--- src/rtl/rawi_pkg.sv ---
`timescale 1ns / 1ps
// ----------------------------------------------------------------------------
// rawi_pkg
// Shared types, widths, codes and reset values of the ray to arena wall
// intersection unit.
// ----------------------------------------------------------------------------
package rawi_pkg;

  localparam int NUM_REGS  = 6;
  localparam int NUM_WALLS = 4;
  localparam int NUM_AXES  = 3;
  localparam int NUM_OFF   = 2;   // divided offsets per wall (the two other axes)

  localparam int COORD_W = 32;    // Q16.16 coordinate
  localparam int DIFF_W  = 33;    // difference of two coordinates
  localparam int PROD_W  = 65;    // magnitude of a product of two differences

  // Rounding divider: 42 quotient bits, three per stage
  localparam int QUOT_W    = 42;
  localparam int DIV_HI_W  = PROD_W - QUOT_W;
  localparam int OFF_W     = 41;
  localparam logic [OFF_W-1:0] OFF_CAP = {1'b1, {(OFF_W-1){1'b0}}};
  localparam int DIV_STEPS = 3;
  localparam int DIV_STG   = QUOT_W / DIV_STEPS;
  localparam int DIV_LAT   = DIV_STG + 2;

  // Rounding square root: 32 root bits, two per stage
  localparam int RAD_W    = 64;
  localparam int ROOT_W   = 33;
  localparam int SQ_STEPS = 2;
  localparam int SQ_STG   = (RAD_W / 2) / SQ_STEPS;
  localparam int SQ_LAT   = SQ_STG + 2;

  // Configuration register indexes
  typedef enum logic [2:0] {
    REG_X_MIN = 3'd0,
    REG_X_MAX = 3'd1,
    REG_Y_MIN = 3'd2,
    REG_Y_MAX = 3'd3,
    REG_Z_MIN = 3'd4,
    REG_Z_MAX = 3'd5
  } reg_idx_e;

  localparam logic signed [COORD_W-1:0] REG_RESET [NUM_REGS] = '{
    -32'sd131072, 32'sd131072, -32'sd131072, 32'sd131072, 32'sd0, 32'sd65536
  };

  // Opcodes
  localparam logic [2:0] OP_NEAREST = 3'd0;
  localparam logic [2:0] OP_X_MIN   = 3'd1;
  localparam logic [2:0] OP_X_MAX   = 3'd2;
  localparam logic [2:0] OP_Y_MIN   = 3'd3;
  localparam logic [2:0] OP_Y_MAX   = 3'd4;
  localparam logic [2:0] FORCE_OP [NUM_WALLS] = '{OP_X_MIN, OP_X_MAX, OP_Y_MIN, OP_Y_MAX};

  // Wall index codes
  localparam logic [1:0] WALL_X_MIN = 2'd0;
  localparam logic [1:0] WALL_X_MAX = 2'd1;
  localparam logic [1:0] WALL_Y_MIN = 2'd2;
  localparam logic [1:0] WALL_Y_MAX = 2'd3;

endpackage

--- src/rtl/rawi_sqrt.sv ---
`timescale 1ns / 1ps
// ----------------------------------------------------------------------------
// rawi_sqrt
// Pipelined digit-by-digit integer square root of a 64-bit radicand, rounded
// to nearest.
// ----------------------------------------------------------------------------
module rawi_sqrt (
  input  logic                         clk_i,
  input  logic                         en_i,
  input  logic [rawi_pkg::RAD_W-1:0]   rad_i,
  output logic [rawi_pkg::ROOT_W-1:0]  root_o
);

  localparam int NS = rawi_pkg::SQ_STG;
  localparam int RW = rawi_pkg::RAD_W;

  logic [RW-1:0] s_q [NS+1];
  logic [RW-1:0] s_d [NS+1];
  logic [RW-1:0] r_q [NS+1];
  logic [RW-1:0] r_d [NS+1];
  logic [rawi_pkg::ROOT_W-1:0] root_q, root_d;

  assign s_d[0] = rad_i;
  assign r_d[0] = '0;

  // Two root digits per stage
  for (genvar st = 1; st <= NS; st++) begin : g_stage
    always_comb begin
      logic [RW-1:0] s;
      logic [RW-1:0] r;
      logic [RW-1:0] b;
      s = s_q[st-1];
      r = r_q[st-1];
      for (int k = 0; k < rawi_pkg::SQ_STEPS; k++) begin
        b = RW'(1) << (RW - 2 - 2 * ((st - 1) * rawi_pkg::SQ_STEPS + k));
        if (s >= r + b) begin
          s = s - (r + b);
          r = (r >> 1) + b;
        end else begin
          r = r >> 1;
        end
      end
      s_d[st] = s;
      r_d[st] = r;
    end
  end

  // Round up when the remainder exceeds the root
  always_comb begin
    root_d = {1'b0, r_q[NS][rawi_pkg::ROOT_W-2:0]}
           + rawi_pkg::ROOT_W'(s_q[NS] > r_q[NS]);
  end

  always_ff @(posedge clk_i) begin
    if (en_i) begin
      for (int st = 0; st <= NS; st++) begin
        s_q[st] <= s_d[st];
        r_q[st] <= r_d[st];
      end
      root_q <= root_d;
    end
  end

  assign root_o = root_q;

endmodule

--- config.mk ---
export PLATFORM = sky130hd
export DESIGN_NAME = rawi_sqrt
export DESIGN_NICKNAME = d
export VERILOG_FILES = /design/src/rtl/rawi_pkg.sv /design/src/rtl/rawi_sqrt.sv
export SDC_FILE = /design/constraint.sdc
export NUM_CORES = 2
export LEC_CHECK = 0
export BUFFER_PORTS_ARGS = -buffer_cell sky130_fd_sc_hd__clkbuf_2
export CORE_UTILIZATION = 40
export CTS_CLUSTER_DIAMETER = 40
export CTS_CLUSTER_SIZE = 12
export DETAILED_ROUTE_END_ITERATION = 16
export SLEW_MARGIN = 0
export SYNTH_ARGS = -nofsm -noshare
export SYNTH_HDL_FRONTEND = slang
export SYNTH_SLANG_ARGS = --single-unit
--- constraint.sdc ---
create_clock -name clk_i -period 6.7 [get_ports clk_i]
set_input_delay 0.335 -clock clk_i [delete_from_list [all_inputs] [get_ports clk_i]]
set_output_delay 0.335 -clock clk_i [all_outputs]
set_load 0.05 [all_outputs]
Word-level counts from Yosys, hierarchy flattened
Memories as Yosys holds them, arrays and structs flattened. Index checks and enable logic that the tools add are counted.

Reduce and logical (&&, ||, !) cells: 0. Div/mod/pow operators: 0. Mux-type cells: 66. Add/sub/neg operators: 97. Bitwise logic cells: 0. Multiply operators: 0. Order comparisons: 33. Shifts and indexed selects: 0. Eq/ne operators: 0.

Operators with widths (count): 64-bit two-way mux (64); 64-bit >= comparator (32); 64-bit subtractor (32); 63-bit by 1-bit adder with 64-bit output (second input constant) (1); 63-bit by 11-bit adder with 64-bit output (second input constant) (1); 63-bit by 13-bit adder with 64-bit output (second input constant) (1); 63-bit by 15-bit adder with 64-bit output (second input constant) (1); 63-bit by 17-bit adder with 64-bit output (second input constant) (1); 63-bit by 19-bit adder with 64-bit output (second input constant) (1); 63-bit by 21-bit adder with 64-bit output (second input constant) (1); 63-bit by 23-bit adder with 64-bit output (second input constant) (1); 63-bit by 25-bit adder with 64-bit output (second input constant) (1); 63-bit by 27-bit adder with 64-bit output (second input constant) (1); 63-bit by 29-bit adder with 64-bit output (second input constant) (1); 63-bit by 3-bit adder with 64-bit output (second input constant) (1); 63-bit by 31-bit adder with 64-bit output (second input constant) (1); 63-bit by 33-bit adder with 64-bit output (second input constant) (1); 63-bit by 35-bit adder with 64-bit output (second input constant) (1); 63-bit by 37-bit adder with 64-bit output (second input constant) (1); 63-bit by 39-bit adder with 64-bit output (second input constant) (1); 63-bit by 41-bit adder with 64-bit output (second input constant) (1); 63-bit by 43-bit adder with 64-bit output (second input constant) (1); 63-bit by 45-bit adder with 64-bit output (second input constant) (1); 63-bit by 47-bit adder with 64-bit output (second input constant) (1); 46 further kinds (47).

Bits in latches: 0. Register bits: 33. Memory bits (read-only): 0. RAM bits: 2176. Output and inout bits: 33. Memories kept: 2. Word-level logic and storage cells: 199. Bits of input ports: 66.

Memories: r_q (words 17, bits a word 64, read ports 17, clocked after Yosys merged registers in 0, wr ports 17, line rawi_sqrt.sv:19) `logic [RW-1:0] r_q [NS+1];`; s_q (words 17, bits a word 64, read ports 17, clocked after Yosys merged registers in 0, wr ports 17, line rawi_sqrt.sv:17) `logic [RW-1:0] s_q [NS+1];`.

Logic depth before layout (Yosys ltp)
An unclocked memory read counts as a cell.

Depth in word-level cells: 7. Mapped depth: 31. Depth with buffers taken out: 30.

Worst setup path after synthesis
OpenSTA, ideal clock, no wires.

Path type: register to register. Start point: memory s_q[0][808] in the netlist's numbering. End point: memory s_q[0][891] in the netlist's numbering (data pin). Slack: 0.149 ns. Arrival: 6.287 ns. Stages on the path, launching flop included: 27. Period minus slack after synthesis: 6.551 ns. Buffers on the path: 4. Data required time: 6.436 ns. Setup time: 0.264 ns. Cell sequence: edfxtp_1 buf_2 or4_4 or3b_1 or4_1 a31o_2 a211oi_4 nand2_2 inv_1 buf_1 nor2_1 nor2_1 ha_1 clkbuf_1 a21boi_0 o21ai_0 a21oi_1 o21ai_0 nand3_1 a221o_1 a2111oi_0 or4_1 nand2_1 a2111o_1 buf_2 nor4_1 xnor2_1.

RTL lines (line): start, declared (rawi_sqrt.sv:17).

==> flow_metrics.py <==
metrics = {
    "setup_path": {
        "cp_data_required_time_ps": 7320,
        "worst-setup-path-type": "flip-flop to flip-flop",
        "path_cells": "inv_1 -> ha_1 -> nor2b_1 -> o31a_1 -> o311a_1 -> o211ai_1 -> a211oi_2 -> or2_2 -> buf_6 -> nor2_1 -> a21oi_1 -> ha_1 -> buf_4 -> nand2_1 -> o311ai_0 -> buf_4 -> a41o_1 -> a31oi_2 -> o21a_1 -> o311ai_0 -> nor2_1 -> and4_1 -> nand3_1 -> xor2_2",
        "endpoint_kind": "flip-flop",
        "cp_slowest_stage_delay_ps": 740,
        "critPathArrivalTime_ps": 7180,
        "worst-path-max-fanout": 23,
        "reg2reg_slack_ps": 140,
        "startpoint_type": "flip-flop",
        "crit_slowest_cell": "o311ai_0",
    },
    "power_and_ir_drop": {
        "p_comb_frac": 0.443,
        "leakagePower_nw": 43.06,
        "power.clock.fraction": 0.263,
        "sw_frac_of_total": 0.3841,
        "p_seq_frac": 0.293,
        "p_total_mw": 44.68,
        "vdd_drop_max_uv": 267.1,
        "net-switching-power_mw": 17.16,
        "power_density_nw_per_um2": 411.9,
        "p_int_mw": 27.52,
    },
    "global_routing": {
        "antenna_found_initial": 3,
        "grt_pass1_wl_mm": 408.3,
        "grt_usage": 0.2245,
        "grt_pass1_vias": 70970,
        "grt_max_degree": 186,
        "grt-ovfl-total": 0,
    },
    "clock_tree": {
        "numCtsBuffers": 218,
        "root_buffer": "clkbuf_16",
        "cts_sinks": 1393,
        "clkLatencyLatePin_ps": 870,
        "htree_num_levels": 4,
        "cts_tree": "done",
        "clkTransAtPathRegs_ps": 60,
        "cts_max_path_buffers": 3,
    },
    "cells_and_area": {
        "area_delta_synth_final_pct": 18.24,
        "final_cell_mix": "edfxtp_1 (1,393), nor2_1 (832), a21oi_1 (735)",
        "fin_util": 0.4763,
        "final_cells": 13090,
        "stdcell_area_sq_um": 108500,
        "layout-drive-gt1-share": 0.1294,
        "layout.nets": 10570,
        "final_common_cell": "edfxtp_1",
    },
    "logic_synthesis": {
        "synth_edf_count": 1393,
        "synth_warnings": 0,
        "synth_nets": 9886,
        "synthArstFlopShare": 0,
        "syn-mean-instance-area_sq_um": 9.959,
        "synth_flop_cell": "edfxtp_1",
        "yosysSeqAreaShare": 0.4560,
        "synth.top_cell.area_share": 0.4560,
        "syn_area_sq_um": 91730,
        "synth_area_leaders": "edfxtp_1 (46%), ha_1 (8.3%), xnor2_1 (5.9%)",
        "synth_top_area_cell": "edfxtp_1",
        "yosysUniqueCellTypes": 99,
        "netlist_instances": 9210,
        "yosys_register_bits": 1393,
    },
    "placed_design": {
        "placed_cell_area_sq_um": 99300,
        "dp_hpwl_mm": 211.7,
        "place_inst": 12600,
        "pre_cts_slack_ps": -667.6,
        "io_buffer_count": 98,
        "place_congestion": 0.9474,
    },
    "timing": {
        "min_period_ps": 6558,
        "worstMarginPinSlew_ps": 1278,
        "fin_setup_tns_ps": 0,
        "fmax_mhz": 152.5,
        "slew_headroom": 0.1479,
        "post-route-period-util": 0.9788,
        "hold_ws_ps": 156.2,
        "setup_ws_ps": 142.1,
        "setup_viol": 0,
        "slew_violations": 0,
        "finalHoldViolations": 0,
        "fin_skew_ps": 89.58,
    },
    "detailed_routing": {
        "wl_mm": 267.1,
        "ant_nets": 0,
        "drt-vias-per-instance": 5.591,
        "drt-pass1-iter-count": 6,
        "post_drt_wl_per_cell_microns": 20.41,
        "drt_iter0_markers": 5612,
        "vias": 73180,
        "drc": 0,
    },
    "floorplanning": {
        "initial_core_util": 0.4028,
        "die_area_sq_um": 231200,
        "coreArea_sq_um": 227700,
        "die_w_microns": 480.9,
        "die_h_microns": 480.9,
        "floorplan.io_pins": 99,
        "rows": 175,
    },
    "run": {
        "maxCapViolCount": 0,
    },
    "status": {
        "status": "finished, final reports clean",
    },
    "hold_path": {
        "min_path_type": "primary input to flip-flop",
    },
}
[power groups by stage]
stage               logic (mW)  clock network, mW  registers (mW)
finish                    19.8               11.8            13.1
global route              21.7               12.4            13.2
CTS                       19.4               12.0            13.1
detailed placement        19.2                  0            13.3
global placement          19.1                  0            13.3
floorplan                 13.6                  0            12.6
[synthesized netlist by cell type, drive strengths merged, types with 52 or more instances]
library cell	number
nor2	834
or2	52
and2	61
a31oi	56
nand2b	103
a211oi	57
edfxtp	1393
and3	75
mux2	68
nand2	722
a21oi	743
o21ai	435
nor2b	95
nand3	222
or3	96
inv	510
nor3	263
ha	610
xnor2	617
o21bai	57
xor2	345
nor4	246
nand4	174
clkbuf	218
a21o	321
or4	66
o31ai	60
o21a	96
[sequential cells by signal (all words and copies together) (netlist names)]
signal	flops
r_q	272
root_o	33
s_q	1088
[kinds of logic (layout without fill, tap and decap cells)]
kind of cell | after synthesis | after routing | synth area share
AO/OA/AOI/OAI | 2188 | 2188 | 0.1513
other | 0 | 2 | 0
multiplexers | 95 | 95 | 0.01129
XOR/XNOR | 962 | 962 | 0.09186
buffers and inverters | 779 | 1647 | 0.03211
flip-flops | 1393 | 1393 | 0.4560
adder cells (fa/ha/maj) | 610 | 610 | 0.08321
AND/OR/NAND/NOR | 3183 | 3183 | 0.1742
[metal layers]
layer  routed length, microns  track usage
met5                       13            0
met4                     6392      0.06033
met3                    11910      0.02559
met2                   130200       0.3869
met1                   118700       0.2969
[critical path: cells and delay by family (launching register included)]
family	cells	cell delay [ps]
AND/OR/NAND/NOR	7	1280
AO/OA/AOI/OAI	10	3270
flip-flops	1	380
adder cells (fa/ha/maj)	2	550
XOR/XNOR	1	90
buffers and inverters	4	720
[timing repair]
action / CTS / global route
gates resized for setup: 20 / 105
buffers inserted: 1 / 14
cloned: 0 / 1
setup endpoints to repair: 121 / 326
endpoints found under the hold margin: 64 / 0
pin swaps: 1 / 26
hold buffers: 64 / 0
[worst paths after layout]
kind                                   from            to  cells after the start
worst max-delay path            r_q[0][964]  s_q[0][1083]                     24
worst min-delay path                   en_i   s_q[0][567]                      1
worst max register to register  r_q[0][964]  s_q[0][1083]                     24
worst min register to register  s_q[0][838]   s_q[0][902]                      0
[final cells by class]
cell class / count / area [sq um]
Antenna cell: 2 / 5.005
Clock buffer: 236 / 5523
Fill cell: 20980 / 119300
Inverter: 515 / 1944
Timing Repair Buffer: 724 / 5604
Tap cell: 3009 / 3765
Sequential cell: 1393 / 41830
Clock inverter: 172 / 2313
Multi-Input combinational cell: 7038 / 47470
Note: power is estimated with default switching activity, not from simulation.
